`src/hdl/shce3_pkg.sv`:
```
// shared types, constants and the basis constant table for the sh color evaluator
// no dependencies; used by shce3_front, shce3_back and sh_color_eval_deg3_core
package shce3_pkg;

	localparam int MAX_DEGREE = 3;
	localparam int QDEPTH     = 4;
	localparam int QPTR_W     = $clog2(QDEPTH);

	localparam logic [1:0] DEG_RESET = 2'd3;

	// one coefficient item as it sits in the queue between front and back
	typedef struct packed {
		logic signed [15:0] dir_x;
		logic signed [15:0] dir_y;
		logic signed [15:0] dir_z;
		logic [3:0]         basis_index;
		logic signed [15:0] coeff_red;
		logic signed [15:0] coeff_green;
		logic signed [15:0] coeff_blue;
		logic               last_coeff;
		logic               active;
	} item_t;

	// normalization constants, 14 fraction bits
	function automatic logic signed [16:0] basis_const(input logic [3:0] idx);
		logic signed [16:0] c;
		unique case (idx)
			4'd0:  c = 17'sd4622;
			4'd1:  c = -17'sd8005;
			4'd2:  c = 17'sd8005;
			4'd3:  c = -17'sd8005;
			4'd4:  c = 17'sd17900;
			4'd5:  c = -17'sd17900;
			4'd6:  c = 17'sd5167;
			4'd7:  c = -17'sd17900;
			4'd8:  c = 17'sd8950;
			4'd9:  c = -17'sd9667;
			4'd10: c = 17'sd47360;
			4'd11: c = -17'sd7488;
			4'd12: c = 17'sd6114;
			4'd13: c = -17'sd7488;
			4'd14: c = 17'sd23680;
			4'd15: c = -17'sd9667;
		endcase
		return c;
	endfunction

endpackage

```
`src/hdl/shce3_front.sv`:
```
// front end: input handshake, degree register, index classification and item queue
// depends on shce3_pkg
module shce3_front (
	input  logic                  clk,
	input  logic                  arst_n,
	input  logic                  cfg_we,
	input  logic [1:0]            cfg_wdata,
	input  logic                  s_tvalid,
	output logic                  s_tready,
	input  logic [95:0]           s_tdata,
	input  logic [3:0]            s_tuser,
	input  logic                  s_tlast,
	output logic                  q_valid,
	output shce3_pkg::item_t      q_item,
	input  logic                  q_ready
);

	localparam logic [shce3_pkg::QPTR_W:0] QFULL = (shce3_pkg::QPTR_W + 1)'(shce3_pkg::QDEPTH);
	localparam logic [1:0] DEG_MAX = 2'(shce3_pkg::MAX_DEGREE);

	logic [1:0]                   deg_q;
	logic [1:0]                   eff_deg;
	logic [4:0]                   count;
	shce3_pkg::item_t             in_item;
	shce3_pkg::item_t             mem_q [shce3_pkg::QDEPTH];
	logic [shce3_pkg::QPTR_W-1:0] wr_ptr_q;
	logic [shce3_pkg::QPTR_W-1:0] rd_ptr_q;
	logic [shce3_pkg::QPTR_W:0]   cnt_q;
	logic                         push;
	logic                         pop;

	always_ff @(posedge clk or negedge arst_n) begin
		if (!arst_n) begin
			deg_q <= shce3_pkg::DEG_RESET;
		end else if (cfg_we) begin
			deg_q <= cfg_wdata;
		end
	end

	always_comb begin
		eff_deg = (deg_q > DEG_MAX) ? DEG_MAX : deg_q;
		unique case (eff_deg)
			2'd0: count = 5'd1;
			2'd1: count = 5'd4;
			2'd2: count = 5'd9;
			2'd3: count = 5'd16;
		endcase
	end

	always_comb begin
		in_item.dir_x       = s_tdata[15:0];
		in_item.dir_y       = s_tdata[31:16];
		in_item.dir_z       = s_tdata[47:32];
		in_item.coeff_red   = s_tdata[63:48];
		in_item.coeff_green = s_tdata[79:64];
		in_item.coeff_blue  = s_tdata[95:80];
		in_item.basis_index = s_tuser;
		in_item.last_coeff  = s_tlast;
		in_item.active      = {1'b0, s_tuser} < count;
	end

	assign s_tready = cnt_q != QFULL;
	assign q_valid  = cnt_q != '0;
	assign q_item   = mem_q[rd_ptr_q];
	assign push     = s_tvalid && s_tready;
	assign pop      = q_valid && q_ready;

	always_ff @(posedge clk) begin
		if (push) begin
			mem_q[wr_ptr_q] <= in_item;
		end
	end

	always_ff @(posedge clk or negedge arst_n) begin
		if (!arst_n) begin
			wr_ptr_q <= '0;
			rd_ptr_q <= '0;
			cnt_q    <= '0;
		end else begin
			if (push) begin
				wr_ptr_q <= wr_ptr_q + 1'b1;
			end
			if (pop) begin
				rd_ptr_q <= rd_ptr_q + 1'b1;
			end
			cnt_q <= cnt_q + (shce3_pkg::QPTR_W + 1)'(push) - (shce3_pkg::QPTR_W + 1)'(pop);
		end
	end

	// fill level tracks pushes and pops exactly
	a_cnt_track: assert property (@(posedge clk) disable iff (!arst_n)
		$past(arst_n) |-> (cnt_q == $past(cnt_q) + (shce3_pkg::QPTR_W + 1)'($past(push))
			- (shce3_pkg::QPTR_W + 1)'($past(pop))))
		else $error("queue fill level out of step");

	a_cnt_bound: assert property (@(posedge clk) disable iff (!arst_n)
		cnt_q <= QFULL)
		else $error("queue fill level beyond depth");

endmodule

```
`config.mk`:
```
export PLATFORM = sky130hd
export DESIGN_NAME = shce3_front
export DESIGN_NICKNAME = d
export VERILOG_FILES = /design/src/hdl/shce3_pkg.sv /design/src/hdl/shce3_front.sv
export SDC_FILE = /design/constraint.sdc
export NUM_CORES = 1
export LEC_CHECK = 0
export ABC_CLOCK_PERIOD_IN_PS = 6900
export BUFFER_PORTS_ARGS = -buffer_cell sky130_fd_sc_hd__clkbuf_2
export CORE_MARGIN = 2
export CORE_UTILIZATION = 45
export CTS_CLUSTER_DIAMETER = 150
export DETAILED_ROUTE_END_ITERATION = 7
export GPL_ROUTABILITY_DRIVEN = 0
export PLACE_DENSITY_LB_ADDON = 0.25
export SYNTH_ARGS = -nofsm -noshare
export SYNTH_HDL_FRONTEND = slang
export SYNTH_SLANG_ARGS = --single-unit
export TNS_END_PERCENT = 1
```
`constraint.sdc`:
```
create_clock -name clk -period 6.9 [get_ports clk]
set_clock_uncertainty 0.1 [all_clocks]
set_input_delay 0.345 -clock clk [delete_from_list [all_inputs] [get_ports clk]]
set_output_delay 0.345 -clock clk [all_outputs]
set_load 0.005 [all_outputs]
```
Yosys cells after proc, flatten, opt, wreduce, memory -nomap -nowiden --
Memories as Yosys holds them, arrays and structs flattened. Index checks and enable logic that the tools add are counted.
Cells by class: $add $sub $neg 4, multipliers 0, div/mod/pow operators 0, order comparisons 2, equal/unequal tests 4, shift operators 0, muxes and demuxes 4, bitwise logic cells 0, reduce and logical (&&, ||, !) cells 4
Operator list (number):
- $pmux W5 S4 | 1
- $lt A4 B5 Y1 | 1
- $add A2 B1 Y2 const B | 2
- $eq A2 B2 Y1 const B | 2
- $add A3 B1 Y3 | 1
- $ne A3 B3 Y1 const B | 1
- $reduce_bool A3 Y1 | 1
- $sub A3 B1 Y3 | 1
- $eq A2 B1 Y1 const B | 1
- $gt A2 B2 Y1 const B | 1
- $logic_and A1 B1 Y1 | 2
- $logic_not A2 Y1 | 1
- $mux W1 | 2
- $mux W2 | 1
Word-level totals: flip-flop bits (word level) 9, latch bits 0, RAM bits 408, memory bits (read-only) 0, logic and storage cells 23, memories 1
Memories:
- mem_q | words 4, bits a word 102, read ports 1, clocked after memory_dff 0, wr ports 1, RTL line shce3_front.sv:25 | shce3_pkg::item_t mem_q [shce3_pkg::QDEPTH];

Logic depth before layout (Yosys ltp) --
depth after elaboration 5, gate-level depth with buffers 10, depth with buffers taken out 10

Worst setup path after synthesis --
No wires, ideal clock.
path type reg-to-reg, start point register cnt_q[2] (netlist name), end point memory mem_q[0][0] (netlist name), enable pin, arrival 1.954 ns, data required time 6.385 ns, setup slack 4.431 ns, stages on the path, launching flop included 3, path buffers 0, clock period less this slack 2.469 ns, path through dfrtp_1 -> or3b_4 -> and3_2
On the way: longest elaborated chain between the ends 4
Ends and longest elaborated chain:
- start, declared | RTL line shce3_front.sv:28 | logic [shce3_pkg::QPTR_W:0] cnt_q;
- start signal, assigned | RTL line shce3_front.sv:86 | cnt_q <= cnt_q + (shce3_pkg::QPTR_W + 1)'(push) - (shce3_pkg::QPTR_W + 1)'(pop);
- $ne A3 B3 Y1 | RTL line shce3_front.sv:62 | assign s_tready = cnt_q != QFULL;
- via s_tready | RTL line shce3_front.sv:9 | output logic s_tready,
- $logic_and A1 B1 Y1 | RTL line shce3_front.sv:65 | assign push = s_tvalid && s_tready;
- $mux W1 | RTL line shce3_front.sv:69 | if (push) begin
- $mux W1 (not written as such) | RTL line shce3_front.sv:70 | mem_q[wr_ptr_q] <= in_item;
- end, declared | RTL line shce3_front.sv:25
The timed path passes the listed nets, and every way through them passes these cells.

==> flow_metrics.env <==
export IMPL_status="finished clean"
export IMPL_grt_ovfl_total=0
export IMPL_first_global_vias=7814
export IMPL_crit_chain="buf_4 -> mux4_2 -> clkbuf_2"
export IMPL_hold_viol=0
export IMPL_cts_root_buf="clkbuf_16"
export IMPL_drt_wl_total_mm=28.2
export IMPL_path_clk_slew_ps=60
export IMPL_first_pass_iters=4
export IMPL_synth_top_area_frac=0.802
export IMPL_synth_xor_area_share=0.00287
export IMPL_netlist_area_sq_um=15300
export IMPL_drtAntennaViolNets=0
export IMPL_hold_ws_ps=133
export IMPL_routedWlPerCell_um=20.1
export IMPL_htree_levels=2
export IMPL_yosys_area_share_simple=0.00639
export IMPL_cap_viol_max_count=0
export IMPL_setup_tns_ps=0
export IMPL_drt_iter0_drc=422
export IMPL_slew_headroom=0.319
export IMPL_rows=67
export IMPL_synthAdderAreaFrac=0.00786
export IMPL_r2r_cells=3
export IMPL_antenna_found_initial=0
export IMPL_ys_warn_count=0
export IMPL_initial_core_util=0.457
export IMPL_setup_violations=0
export IMPL_synth_area_top_cells="edfxtp_1 80%, mux4_2 15%, dfrtp_1 1.1%, ha_1 0.66%, buf_6 0.52%"
export IMPL_yosysMostFrequentCell="edfxtp_1"
export IMPL_tightest_slew_ps=1020
export IMPL_post_drt_via_cell_ratio=5.15
export IMPL_grt_usage=0.160
export IMPL_synthTopCellsByCount="408 x edfxtp_1, 102 x mux4_2, 9 x buf_2"
export IMPL_grt_pass1_wl_mm=43.4
export IMPL_die_area_sq_um=35400
export IMPL_power_density_nw_per_um2=402
export IMPL_p_leak_uw=0.00665
export IMPL_max_freq_mhz=294
export IMPL_grt_max_degree=65
export IMPL_antennaDiodeCount=0
export IMPL_clock_path_buffers=3
export IMPL_reg2reg_to="mem_q[0][79]$_DFFE_PP_"
export IMPL_clock_sink_count=417
export IMPL_final_cell_count_no_fill=1406
export IMPL_fin_crit_sh=0.492
export IMPL_period_minus_slack_ps=3400
export IMPL_min_path_type="in2async"
export IMPL_ff2ff_setup_slack_ps=4150
export IMPL_drv_slew=0
export IMPL_r2r_start="cnt_q[2]$_DFF_PN0_"
export IMPL_synth_enable_flop_cells=408
export IMPL_ys_seq_area_frac=0.817
export IMPL_yosys_register_bits=417
export IMPL_path_class="reg2out"
export IMPL_synth_cell_types=28
export IMPL_route_detailed_drc=0
export IMPL_tritoncts="done"
export IMPL_ios=212
export IMPL_dp_hpwl_mm=16.6
export IMPL_async_reset_ff_frac=0.0216
export IMPL_synth_top_family_by_area="multiplexers"
export IMPL_muxShareOfSynthArea=0.153
export IMPL_num_vias=7242
export IMPL_core_area_sq_um=33400
export IMPL_cts_buffers=42
export IMPL_drive_gt1_frac=0.404
export IMPL_synth_net_count=698
export IMPL_synth_main_ff_cell="edfxtp_1"
export IMPL_cp_max_fo=44
export IMPL_endpoint_kind="primary output"
export IMPL_irDropWorstVdd_mv=0.245
export IMPL_place_inst=1224
export IMPL_grt_setup_unrepaired="false"
export IMPL_fill_cells=2450
export IMPL_fp_dieW_um=188
export IMPL_clkLatencyLatePin_ps=520
export IMPL_area_growth_pct=25.6
export IMPL_synth_cells=581
export IMPL_synth_compound_area_share=0.000819
export IMPL_syn_avg_cell_area_sq_um=26.3
export IMPL_synth_top_cell_by_area="edfxtp_1"
export IMPL_critPathRequiredTime_ps=6450
export IMPL_port_buffers=211
export IMPL_max_stage_delay_ps=1010
export IMPL_final_nets=1044
export IMPL_die_h_um=188
export IMPL_worstSetupStartpointType="flop"
export IMPL_slowest_stage="dfrtp_4"
export IMPL_crit_arrival_ps=2950
[power breakdown]
part	total, uW	internal [uW]	leakage (uW)	switching, uW
clock	2140	1280	0.000642	860
combinational	1960	1010	0.00217	950
sequential	3600	3350	0.00384	246
[area by class of cell]
cell class              instances  area (sq um)  area share
inverters                       6          22.5     0.00117
clock inverters                13           110     0.00574
flip-flops and latches        417         12500       0.651
repair buffers                325          2180       0.114
clock buffers                  62          1210      0.0630
well taps                     448           561      0.0292
multi-input cells             135          2620       0.137
[state kept, by name, indices dropped and copies added, names as in the netlist]
| register | count |
|---|---|
| deg_q | 2 |
| rd_ptr_q | 2 |
| cnt_q | 3 |
| mem_q | 408 |
| wr_ptr_q | 2 |
[cells by family after synthesis]
family	after synthesis
simple gates	14
flops	417
xor+xnor	5
fa+ha+maj	9
compound gates	2
buf+inv	29
mux	105
[per-layer routing]
layer	vias to the layer above	global-route usage	part of all wire
met3	48	0.0365	0.064
met4	0	0.0485	0.024
met2	231	0.279	0.51
met1	3767	0.199	0.40
met5	-	0	0
li1	3196	-	-
[critical path, delay by kind of cell (launching register included)]
kind | cells | cell delay, ps
buffers and inverters | 2 | 790
muxes | 1 | 610
DFF | 1 | 1010
[how the worst max path moves through the flow]
stage,startpoint,to,slack (ps),depth (start not counted)
after floorplan,cnt_q[2]$_DFF_PN0_,mem_q[0][0]$_DFFE_PP_,4430,2
after global placement,rd_ptr_q[0]$_DFFE_PN0P_,q_item[71],3930,3
after detailed placement,rd_ptr_q[0]$_DFFE_PN0P_,q_item[68],3940,3
after CTS,rd_ptr_q[0]$_DFFE_PN0P_,q_item[67],3360,3
after global routing,rd_ptr_q[0]$_DFFE_PN0P_,q_item[68],3220,3
final,rd_ptr_q[0]$_DFFE_PN0P_,q_item[68],3500,3
[cells in the final DEF (no fill, tap or decap)]
| master | count |
|---|---|
| clkbuf_8 | 2 |
| edfxtp_1 | 408 |
| clkinv_4 | 1 |
| o21ai_0 | 1 |
| nand2b_1 | 2 |
| xor2_1 | 1 |
| clkbuf_16 | 45 |
| and3_4 | 4 |
| nor3_1 | 1 |
| clkbuf_2 | 211 |
| and2_1 | 1 |
| dfstp_2 | 2 |
| buf_4 | 7 |
| ha_1 | 8 |
| bufinv_16 | 2 |
| or4_1 | 1 |
| or3b_4 | 1 |
| fa_1 | 1 |
| mux2_4 | 1 |
| or3_2 | 1 |
| and2_4 | 1 |
| dfrtp_1 | 5 |
| clkbuf_1 | 15 |
| nand3_1 | 1 |
| mux2_2 | 2 |
| mux4_2 | 102 |
| dfrtp_4 | 2 |
| nor2_1 | 1 |
| inv_1 | 6 |
| clkinv_2 | 3 |
| a211oi_1 | 1 |
| xnor2_1 | 4 |
| clkinv_1 | 7 |
| dlygate4sd3_1 | 107 |
[stage by stage]
stage,total power [uW],util,instance area [sq um],setup WS (ps)
after floorplan,4830,-,15300,4430
after global placement,5580,0.502,16800,3930
after detailed placement,5640,0.502,16800,3940
after CTS,7840,0.574,19200,3360
after global routing,8100,0.574,19200,3220
final,7710,0.574,19200,3500
[repair_timing]
action	in CTS	in global routing
resized for setup	0	0
hold buffers	107	0
endpoints found under the setup margin	0	0
hold endpoints to repair	416	0
setup buffers	0	0
(Power assumes the default switching activity.)
